**src/design/jsv_pkg.sv**
```systemverilog
`default_nettype none
package jsv_pkg;

   // parse phases, one-hot
   typedef enum logic [11:0] {
      PH_LEAD     = 12'b0000_0000_0001,
      PH_LIT      = 12'b0000_0000_0010,
      PH_SIGN     = 12'b0000_0000_0100,
      PH_INT      = 12'b0000_0000_1000,
      PH_ZERO     = 12'b0000_0001_0000,
      PH_DOT      = 12'b0000_0010_0000,
      PH_FRAC     = 12'b0000_0100_0000,
      PH_EXP      = 12'b0000_1000_0000,
      PH_EXPSIGN  = 12'b0001_0000_0000,
      PH_EXPDIG   = 12'b0010_0000_0000,
      PH_TRAIL    = 12'b0100_0000_0000,
      PH_ERROR    = 12'b1000_0000_0000
   } phase_type;

   typedef enum logic [1:0] {
      ST_OK      = 2'd0,
      ST_EXPECT  = 2'd1,
      ST_INVALID = 2'd2,
      ST_NOTSING = 2'd3
   } status_type;

   typedef enum logic [1:0] {
      TY_NULL   = 2'd0,
      TY_FALSE  = 2'd1,
      TY_TRUE   = 2'd2,
      TY_NUMBER = 2'd3
   } value_type;

   localparam logic [7:0] CH_NUL   = 8'h00;
   localparam logic [7:0] CH_SPACE = 8'h20;
   localparam logic [7:0] CH_TAB   = 8'h09;
   localparam logic [7:0] CH_LF    = 8'h0a;
   localparam logic [7:0] CH_CR    = 8'h0d;
   localparam logic [7:0] CH_ZERO  = 8'h30;
   localparam logic [7:0] CH_NINE  = 8'h39;
   localparam logic [7:0] CH_MINUS = 8'h2d;
   localparam logic [7:0] CH_PLUS  = 8'h2b;
   localparam logic [7:0] CH_DOT   = 8'h2e;
   localparam logic [7:0] CH_LOW_E = 8'h65;
   localparam logic [7:0] CH_UP_E  = 8'h45;
   localparam logic [7:0] CH_T     = 8'h74;
   localparam logic [7:0] CH_F     = 8'h66;
   localparam logic [7:0] CH_N     = 8'h6e;

   function automatic logic is_ws(input logic [7:0] b);
      return (b == CH_SPACE) || (b == CH_TAB) || (b == CH_LF) || (b == CH_CR);
   endfunction

   function automatic logic is_digit(input logic [7:0] b);
      return (b >= CH_ZERO) && (b <= CH_NINE);
   endfunction

   // literal length for null, false, true; zero for the number code
   function automatic logic [2:0] lit_len(input value_type k);
      logic [2:0] len;
      unique case (k)
         TY_NULL:  len = 3'd4;
         TY_FALSE: len = 3'd5;
         TY_TRUE:  len = 3'd4;
         default:  len = 3'd0;
      endcase
      return len;
   endfunction

   // expected character of a literal at a position
   function automatic logic [7:0] lit_char(input value_type k, input logic [2:0] p);
      logic [7:0] c;
      c = CH_NUL;
      unique case (k)
         TY_NULL: begin
            unique case (p)
               3'd0:    c = "n";
               3'd1:    c = "u";
               3'd2:    c = "l";
               3'd3:    c = "l";
               default: c = CH_NUL;
            endcase
         end
         TY_FALSE: begin
            unique case (p)
               3'd0:    c = "f";
               3'd1:    c = "a";
               3'd2:    c = "l";
               3'd3:    c = "s";
               3'd4:    c = "e";
               default: c = CH_NUL;
            endcase
         end
         TY_TRUE: begin
            unique case (p)
               3'd0:    c = "t";
               3'd1:    c = "r";
               3'd2:    c = "u";
               3'd3:    c = "e";
               default: c = CH_NUL;
            endcase
         end
         default: c = CH_NUL;
      endcase
      return c;
   endfunction

endpackage
`default_nettype wire

```
**src/design/json_scalar_validator.sv**
```systemverilog
`default_nettype none
// Checks a text that arrives one byte per request, a zero byte ending it, and
// reports whether it holds exactly one JSON scalar (true, false, null or a
// number) with optional space, tab, LF or CR around it. One response comes
// out for each terminator: status in bits 1:0 (ok, expect value, invalid
// value, root not singular) and value type in bits 3:2 (null, false, true,
// number; null on any error). The first error wins and later bytes are
// ignored until the terminator, after which the parser is back at its reset
// state. The per-byte state machine updates in the cycle of acceptance and a
// terminator loads the response register, so a byte can be taken in every
// cycle. Non-terminator bytes are taken even while a response waits; only a
// terminator waits for the response register to drain. Numeric magnitude is
// not checked.
module json_scalar_validator (
   input  wire logic       clock,
   input  wire logic       reset,
   input  wire logic       req_tvalid,
   output logic            req_tready,
   input  wire logic [7:0] req_tdata,   // text_byte[7:0]
   output logic            rsp_tvalid,
   input  wire logic       rsp_tready,
   output logic [7:0]      rsp_tdata    // status[1:0], value_type[3:2], zero[7:4]
);

   jsv_pkg::phase_type  phase_ff, phase_in;
   jsv_pkg::value_type  kind_ff, kind_in;
   logic [2:0]          pos_ff, pos_in;
   jsv_pkg::status_type err_ff, err_in;

   logic                rsp_valid_ff, rsp_valid_in;
   jsv_pkg::status_type rsp_status_ff, rsp_status_in;
   jsv_pkg::value_type  rsp_type_ff, rsp_type_in;

   logic       accept;
   logic       is_term;
   logic [7:0] b;

   assign b       = req_tdata;
   assign is_term = (b == jsv_pkg::CH_NUL);

   // only a terminator needs room in the response register
   assign req_tready = !rsp_valid_ff || rsp_tready || !is_term;
   assign accept     = req_tvalid && req_tready;

   // result for a terminator seen in the current phase
   always_comb begin
      rsp_status_in = jsv_pkg::ST_OK;
      rsp_type_in   = jsv_pkg::TY_NULL;
      unique case (phase_ff)
         jsv_pkg::PH_LEAD: rsp_status_in = jsv_pkg::ST_EXPECT;
         jsv_pkg::PH_INT, jsv_pkg::PH_ZERO, jsv_pkg::PH_FRAC, jsv_pkg::PH_EXPDIG:
            rsp_type_in = jsv_pkg::TY_NUMBER;
         jsv_pkg::PH_TRAIL: rsp_type_in = kind_ff;
         jsv_pkg::PH_ERROR: begin
            rsp_status_in = (err_ff == jsv_pkg::ST_OK) ? jsv_pkg::ST_INVALID : err_ff;
         end
         default: rsp_status_in = jsv_pkg::ST_INVALID;
      endcase
      if (rsp_status_in != jsv_pkg::ST_OK) begin
         rsp_type_in = jsv_pkg::TY_NULL;
      end
   end

   // per-byte parser step
   always_comb begin
      phase_in = phase_ff;
      kind_in  = kind_ff;
      pos_in   = pos_ff;
      err_in   = err_ff;
      if (is_term) begin
         phase_in = jsv_pkg::PH_LEAD;
         kind_in  = jsv_pkg::TY_NULL;
         pos_in   = 3'd0;
         err_in   = jsv_pkg::ST_OK;
      end else begin
         unique case (phase_ff)
            jsv_pkg::PH_LEAD: begin
               priority if (jsv_pkg::is_ws(b)) begin
               end else if (b == jsv_pkg::CH_T) begin
                  kind_in = jsv_pkg::TY_TRUE;  pos_in = 3'd1; phase_in = jsv_pkg::PH_LIT;
               end else if (b == jsv_pkg::CH_F) begin
                  kind_in = jsv_pkg::TY_FALSE; pos_in = 3'd1; phase_in = jsv_pkg::PH_LIT;
               end else if (b == jsv_pkg::CH_N) begin
                  kind_in = jsv_pkg::TY_NULL;  pos_in = 3'd1; phase_in = jsv_pkg::PH_LIT;
               end else if (b == jsv_pkg::CH_MINUS) begin
                  phase_in = jsv_pkg::PH_SIGN;
               end else if (b == jsv_pkg::CH_ZERO) begin
                  phase_in = jsv_pkg::PH_ZERO;
               end else if (jsv_pkg::is_digit(b)) begin
                  phase_in = jsv_pkg::PH_INT;
               end else begin
                  err_in = jsv_pkg::ST_INVALID; phase_in = jsv_pkg::PH_ERROR;
               end
            end
            jsv_pkg::PH_LIT: begin
               if (kind_ff == jsv_pkg::TY_NUMBER || pos_ff >= jsv_pkg::lit_len(kind_ff)
                   || b != jsv_pkg::lit_char(kind_ff, pos_ff)) begin
                  err_in = jsv_pkg::ST_INVALID; phase_in = jsv_pkg::PH_ERROR;
               end else begin
                  pos_in = pos_ff + 3'd1;
                  if (pos_in == jsv_pkg::lit_len(kind_ff)) begin
                     phase_in = jsv_pkg::PH_TRAIL;
                  end
               end
            end
            jsv_pkg::PH_SIGN: begin
               priority if (b == jsv_pkg::CH_ZERO) begin
                  phase_in = jsv_pkg::PH_ZERO;
               end else if (jsv_pkg::is_digit(b)) begin
                  phase_in = jsv_pkg::PH_INT;
               end else begin
                  err_in = jsv_pkg::ST_INVALID; phase_in = jsv_pkg::PH_ERROR;
               end
            end
            jsv_pkg::PH_INT, jsv_pkg::PH_ZERO: begin
               // a digit after a leading zero ends the number
               priority if (phase_ff == jsv_pkg::PH_INT && jsv_pkg::is_digit(b)) begin
               end else if (b == jsv_pkg::CH_DOT) begin
                  phase_in = jsv_pkg::PH_DOT;
               end else if (b == jsv_pkg::CH_LOW_E || b == jsv_pkg::CH_UP_E) begin
                  phase_in = jsv_pkg::PH_EXP;
               end else begin
                  kind_in = jsv_pkg::TY_NUMBER;
                  if (jsv_pkg::is_ws(b)) begin
                     phase_in = jsv_pkg::PH_TRAIL;
                  end else begin
                     err_in = jsv_pkg::ST_NOTSING; phase_in = jsv_pkg::PH_ERROR;
                  end
               end
            end
            jsv_pkg::PH_DOT: begin
               if (jsv_pkg::is_digit(b)) begin
                  phase_in = jsv_pkg::PH_FRAC;
               end else begin
                  err_in = jsv_pkg::ST_INVALID; phase_in = jsv_pkg::PH_ERROR;
               end
            end
            jsv_pkg::PH_FRAC: begin
               priority if (jsv_pkg::is_digit(b)) begin
               end else if (b == jsv_pkg::CH_LOW_E || b == jsv_pkg::CH_UP_E) begin
                  phase_in = jsv_pkg::PH_EXP;
               end else begin
                  kind_in = jsv_pkg::TY_NUMBER;
                  if (jsv_pkg::is_ws(b)) begin
                     phase_in = jsv_pkg::PH_TRAIL;
                  end else begin
                     err_in = jsv_pkg::ST_NOTSING; phase_in = jsv_pkg::PH_ERROR;
                  end
               end
            end
            jsv_pkg::PH_EXP: begin
               priority if (b == jsv_pkg::CH_PLUS || b == jsv_pkg::CH_MINUS) begin
                  phase_in = jsv_pkg::PH_EXPSIGN;
               end else if (jsv_pkg::is_digit(b)) begin
                  phase_in = jsv_pkg::PH_EXPDIG;
               end else begin
                  err_in = jsv_pkg::ST_INVALID; phase_in = jsv_pkg::PH_ERROR;
               end
            end
            jsv_pkg::PH_EXPSIGN: begin
               if (jsv_pkg::is_digit(b)) begin
                  phase_in = jsv_pkg::PH_EXPDIG;
               end else begin
                  err_in = jsv_pkg::ST_INVALID; phase_in = jsv_pkg::PH_ERROR;
               end
            end
            jsv_pkg::PH_EXPDIG: begin
               if (!jsv_pkg::is_digit(b)) begin
                  kind_in = jsv_pkg::TY_NUMBER;
                  if (jsv_pkg::is_ws(b)) begin
                     phase_in = jsv_pkg::PH_TRAIL;
                  end else begin
                     err_in = jsv_pkg::ST_NOTSING; phase_in = jsv_pkg::PH_ERROR;
                  end
               end
            end
            jsv_pkg::PH_TRAIL: begin
               // extra text after a complete value
               if (!jsv_pkg::is_ws(b)) begin
                  err_in = jsv_pkg::ST_NOTSING; phase_in = jsv_pkg::PH_ERROR;
               end
            end
            jsv_pkg::PH_ERROR: begin
            end
            default: begin
               err_in = jsv_pkg::ST_INVALID; phase_in = jsv_pkg::PH_ERROR;
            end
         endcase
      end
   end

   // response register: load on terminator, drop when taken
   always_comb begin
      rsp_valid_in = rsp_valid_ff;
      if (accept && is_term) begin
         rsp_valid_in = 1'b1;
      end else if (rsp_tready) begin
         rsp_valid_in = 1'b0;
      end
   end

   always_ff @(posedge clock) begin
      if (reset) begin
         phase_ff     <= jsv_pkg::PH_LEAD;
         kind_ff      <= jsv_pkg::TY_NULL;
         pos_ff       <= 3'd0;
         err_ff       <= jsv_pkg::ST_OK;
         rsp_valid_ff <= 1'b0;
      end else begin
         if (accept) begin
            phase_ff <= phase_in;
            kind_ff  <= kind_in;
            pos_ff   <= pos_in;
            err_ff   <= err_in;
         end
         rsp_valid_ff <= rsp_valid_in;
      end
   end

   // response payload, no reset needed
   always_ff @(posedge clock) begin
      if (accept && is_term) begin
         rsp_status_ff <= rsp_status_in;
         rsp_type_ff   <= rsp_type_in;
      end
   end

   assign rsp_tvalid = rsp_valid_ff;
   assign rsp_tdata  = {4'b0000, rsp_type_ff, rsp_status_ff};

`ifndef ASSERT_OFF
   // a terminator always returns the parser to the leading phase with a response pending
   a_term_restart: assert property (@(posedge clock) disable iff (reset)
      (accept && is_term) |=> (rsp_tvalid && phase_ff == jsv_pkg::PH_LEAD
                               && err_ff == jsv_pkg::ST_OK))
      else $error("terminator did not restart parser");

   // an error response never carries a value type
   a_err_null: assert property (@(posedge clock) disable iff (reset)
      (rsp_tvalid && rsp_status_ff != jsv_pkg::ST_OK) |-> (rsp_type_ff == jsv_pkg::TY_NULL))
      else $error("error response with a value type");

   // the error phase always holds a latched error code
   a_err_code: assert property (@(posedge clock) disable iff (reset)
      (phase_ff == jsv_pkg::PH_ERROR) |-> (err_ff != jsv_pkg::ST_OK))
      else $error("error phase without error code");
`endif

endmodule
`default_nettype wire
```
**config.mk**
```make
export PLATFORM = sky130hd
export DESIGN_NAME = json_scalar_validator
export DESIGN_NICKNAME = d
export VERILOG_FILES = /design/src/design/jsv_pkg.sv /design/src/design/json_scalar_validator.sv
export SDC_FILE = /design/constraint.sdc
export NUM_CORES = 1
export LEC_CHECK = 0
export BUFFER_PORTS_ARGS = -buffer_cell sky130_fd_sc_hd__buf_2
export CAP_MARGIN = 10
export CORE_MARGIN = 1.5
export CORE_UTILIZATION = 55
export DETAILED_ROUTE_END_ITERATION = 16
export PLACE_DENSITY = 0.84
export SLEW_MARGIN = 20
export SYNTH_ARGS = -nofsm -noshare
export SYNTH_HDL_FRONTEND = slang
export SYNTH_SLANG_ARGS = --single-unit
```
**constraint.sdc**
```tcl
create_clock -name clock -period 3.2 [get_ports clock]
set_clock_uncertainty 0.05 [all_clocks]
set_input_delay 0.96 -clock clock [delete_from_list [all_inputs] [get_ports clock]]
set_output_delay 0.96 -clock clock [all_outputs]
set_load 0.05 [all_outputs]
```
==> metrics <==
wire length per cell 17.2 um; Synth Register Bits 24; Final ANT Viol Nets 0; Worst R2R Setup Slack 0.21 ns; VDD IR max 0.000159 V; First-pass DRT Iterations 6; Port Buffers 17; Max Cap Viol 0; Worst Path Arrival 2.15 ns; area grow syn2layout 13.7%; Place WS -0.0413 ns; count of cell types in the netlist 74; Max clock buf depth 2; critical path capture point type output pin; number of buffers and inverters on the critical path 3; Final Setup Violations 0; Worst path slowest cell or4_4; row cnt 24; LEAKAGE 1.06 nW; crit path kind in -> out; initial antenna violation count 0; share of layout cells above drive strength 1 20.6%; pin count of the biggest net entering global routing 16; worst-path cell chain buf_2 -> or4_4 -> nor3_2 -> buf_4 -> nand2b_2 -> buf_6; ys flop type dfxtp_1; hold_sp err_ff[1]$_SDFFE_PP0P_; PD cells just over 300 nW/um^2; RSZ-0062 raised after global routing false; Fill cells 377; fin area 2770 um^2; diode count 0; H-Tree Depth 1; DR vias 2666; first-pass GRT wire length approximately 11000 um; Tot Pwr ~0.85 mW; dpl cells approximately 390; Syn Area/Cell slightly below 8 um^2; TritonCTS Sinks 24; Die Area 4840 um^2; Worst Tran Pin Value 0.683 ns; CTS tree yes; Fmax 316 MHz; # IOs 22; YS warnings 0; r2r endpoint pos_ff[0]$_SDFFE_PP0P_; worst skew pair latency 0.28 ns; Hold/Removal Path Class reg -> reg; total CTS buffers 3; Seq/Total Area, Yosys 21.3%; die width 69.6 um; CP Launch Type input port; Placement Cell Area 2690 um^2; Hold Crit Endpoint err_ff[1]$_SDFFE_PP0P_; Tcrit/Tclk final 98.8%; Overall Global Routing Usage 28.5%; CP delay by family, top simple AND/OR/NAND/NOR gates; Post-synth EDFFs 4; max-slew violation count 0; Mapped Area 2440 um^2; Post-Synthesis Cells 317; cells on worst reg2reg path 9; Starting Density 56.4%; CP Data Required Time roughly 2.2 ns; crit-path max FO 3; delay of the slowest critical-path stage 0.55 ns; # Post-CTS Setup Buffers 0; Root Buffer clkbuf_8; Setup WS post-layout 0.0392 ns; grt total ovfl 0; Core Box Area 4320 um^2; final wirelength 6820 um; Reg-to-Reg Start kind_ff[0]$_SDFFE_PP0P_; Final min period between 3 and 4 ns; final layout net count 364; DRT iter0 DRCs 443; detailed placer's ending HPWL 5120 um; TNS Setup 0 ns; Die H approximately 70 um; Post-Layout Cell Count 396; Slew HR 54.0%; # DRC 0; Reg clk slew, reported paths 0.09 ns; hold path depth 1; GPL Wtd Cong 1.02; ys async rst share 0%; status complete, no violations; final hold vios 0; vias in the first global route around 2400; drt via density between 6 and 7
==> report_power, final <==
part	internal [mW]	switching [mW]	total, mW
Clock	0.167	0.107	0.275
Sequential	0.313	0.0136	0.327
Combinational	0.112	0.141	0.253
Total	0.593	0.262	0.855
==> final cells by class <==
cell class | instances | area (um^2) | area share [%]
Clock inverter | 1 | 30.0 | 1.08
Sequential cell | 24 | 520 | 18.8
Clock buffer | 3 | 41.3 | 1.49
Tap cell | 52 | 65.1 | 2.35
Inverter | 8 | 30.0 | 1.08
Timing Repair Buffer | 49 | 344 | 12.4
Multi-Input combinational cell | 259 | 1740 | 62.8
==> cells by family (layout without fill, tap and decap cells) <==
family / Yosys count / in the layout / share of synthesized area, %
buffers and inverters: 37 / 61 / 8.00
other: 1 / 4 / 0.154
flip-flops: 24 / 24 / 21.3
multiplexers: 8 / 8 / 3.44
AO/OA/AOI/OAI: 71 / 71 / 21.4
adder cells (fa/ha/maj): 7 / 7 / 3.59
AND/OR/NAND/NOR: 160 / 160 / 38.8
XOR/XNOR: 9 / 9 / 3.23
==> how the worst max path moves through the flow <==
stage            startpoint         end  slack [ns]  depth (start not counted)
4_1_cts        req_tdata[0]  req_tready       0.009                          6
3_5_place_dp   req_tdata[0]  req_tready       -0.04                          6
3_3_place_gp   req_tdata[0]  req_tready       -0.02                          6
6_report       req_tdata[0]  req_tready        0.04                          6
5_1_grt        req_tdata[0]  req_tready       0.002                          6
2_1_floorplan  req_tdata[1]  req_tready       0.007                          4
==> worst register-to-register path: stages (launching register included) <==
cell	delay, ns
dfxtp_1	0.34
nor2b_1	0.42
ha_1	0.34
nor2_1	0.09
nand2_1	0.05
a2111oi_0	0.47
o211a_1	0.33
nand3_1	0.16
or4_1	0.53
a31oi_1	0.13
==> Yosys cell counts (4+ instances only) <==
cell type / number / area share, %
nand2b_1: 7 / 1.8
a21boi_0: 5 / 1.5
nand2_1: 26 / 4.0
nor2b_1: 8 / 2.1
o211ai_1: 4 / 1.2
a31oi_1: 4 / 1.0
ha_1: 7 / 3.6
clkbuf_1: 13 / 2.0
buf_2: 5 / 1.0
edfxtp_1: 4 / 4.9
xnor2_1: 7 / 2.5
nand3_1: 15 / 3.1
buf_6: 4 / 1.8
buf_4: 5 / 1.5
dfxtp_1: 20 / 16
nand4_1: 10 / 2.6
nor2_1: 19 / 2.9
inv_1: 8 / 1.2
o21ai_0: 15 / 3.1
nor3_1: 17 / 3.5
or3_1: 8 / 2.1
nor4_1: 11 / 2.8
nor3b_1: 4 / 1.2
nand4b_1: 4 / 1.4
a21oi_1: 7 / 1.4
mux2i_1: 5 / 2.1
==> flip-flops by register name, summed over array words and instances (netlist names) <==
signal,count
kind_ff,2
rsp_type_ff,2
rsp_tvalid,1
err_ff,2
rsp_status_ff,2
pos_ff,3
phase_ff,12
==> per-stage QoR <==
step / hold slack, ns / util [%]
final: 0.435 / 64.1
after global routing: 0.484 / 64.1
after CTS: 0.440 / 64.0
after detailed placement: 0.414 / 62.2
after global placement: 0.401 / 62.2
after floorplan: 0.391 / -
==> cells in the final DEF (no fill, tap or decap), types with 7 or more instances in the layout <==
cell type	instances
buf_4	31
nand2_1	26
dfxtp_1	20
nor2_1	19
nor3_1	16
buf_2	16
nand3_1	15
o21ai_0	15
nor4_1	11
nand4_1	10
or3_1	8
inv_1	8
nor2b_1	8
xnor2_1	7
a21oi_1	7
ha_1	7
==> routing by layer <==
metal	part of all wire, %	global-route usage, %
met1	41	37.9
met2	46	47.0
met3	9.2	3.49
met4	4.0	11.1
met5	0	0
==> what timing repair did <==
| action | in CTS | in global routing |
|---|---|---|
| gates resized for setup | 2 | 1 |
| hold buffers | 0 | 0 |
| setup endpoints to repair | 1 | 1 |
| hold endpoints to repair | 0 | 0 |
Note: power is estimated with default switching activity, not from simulation.
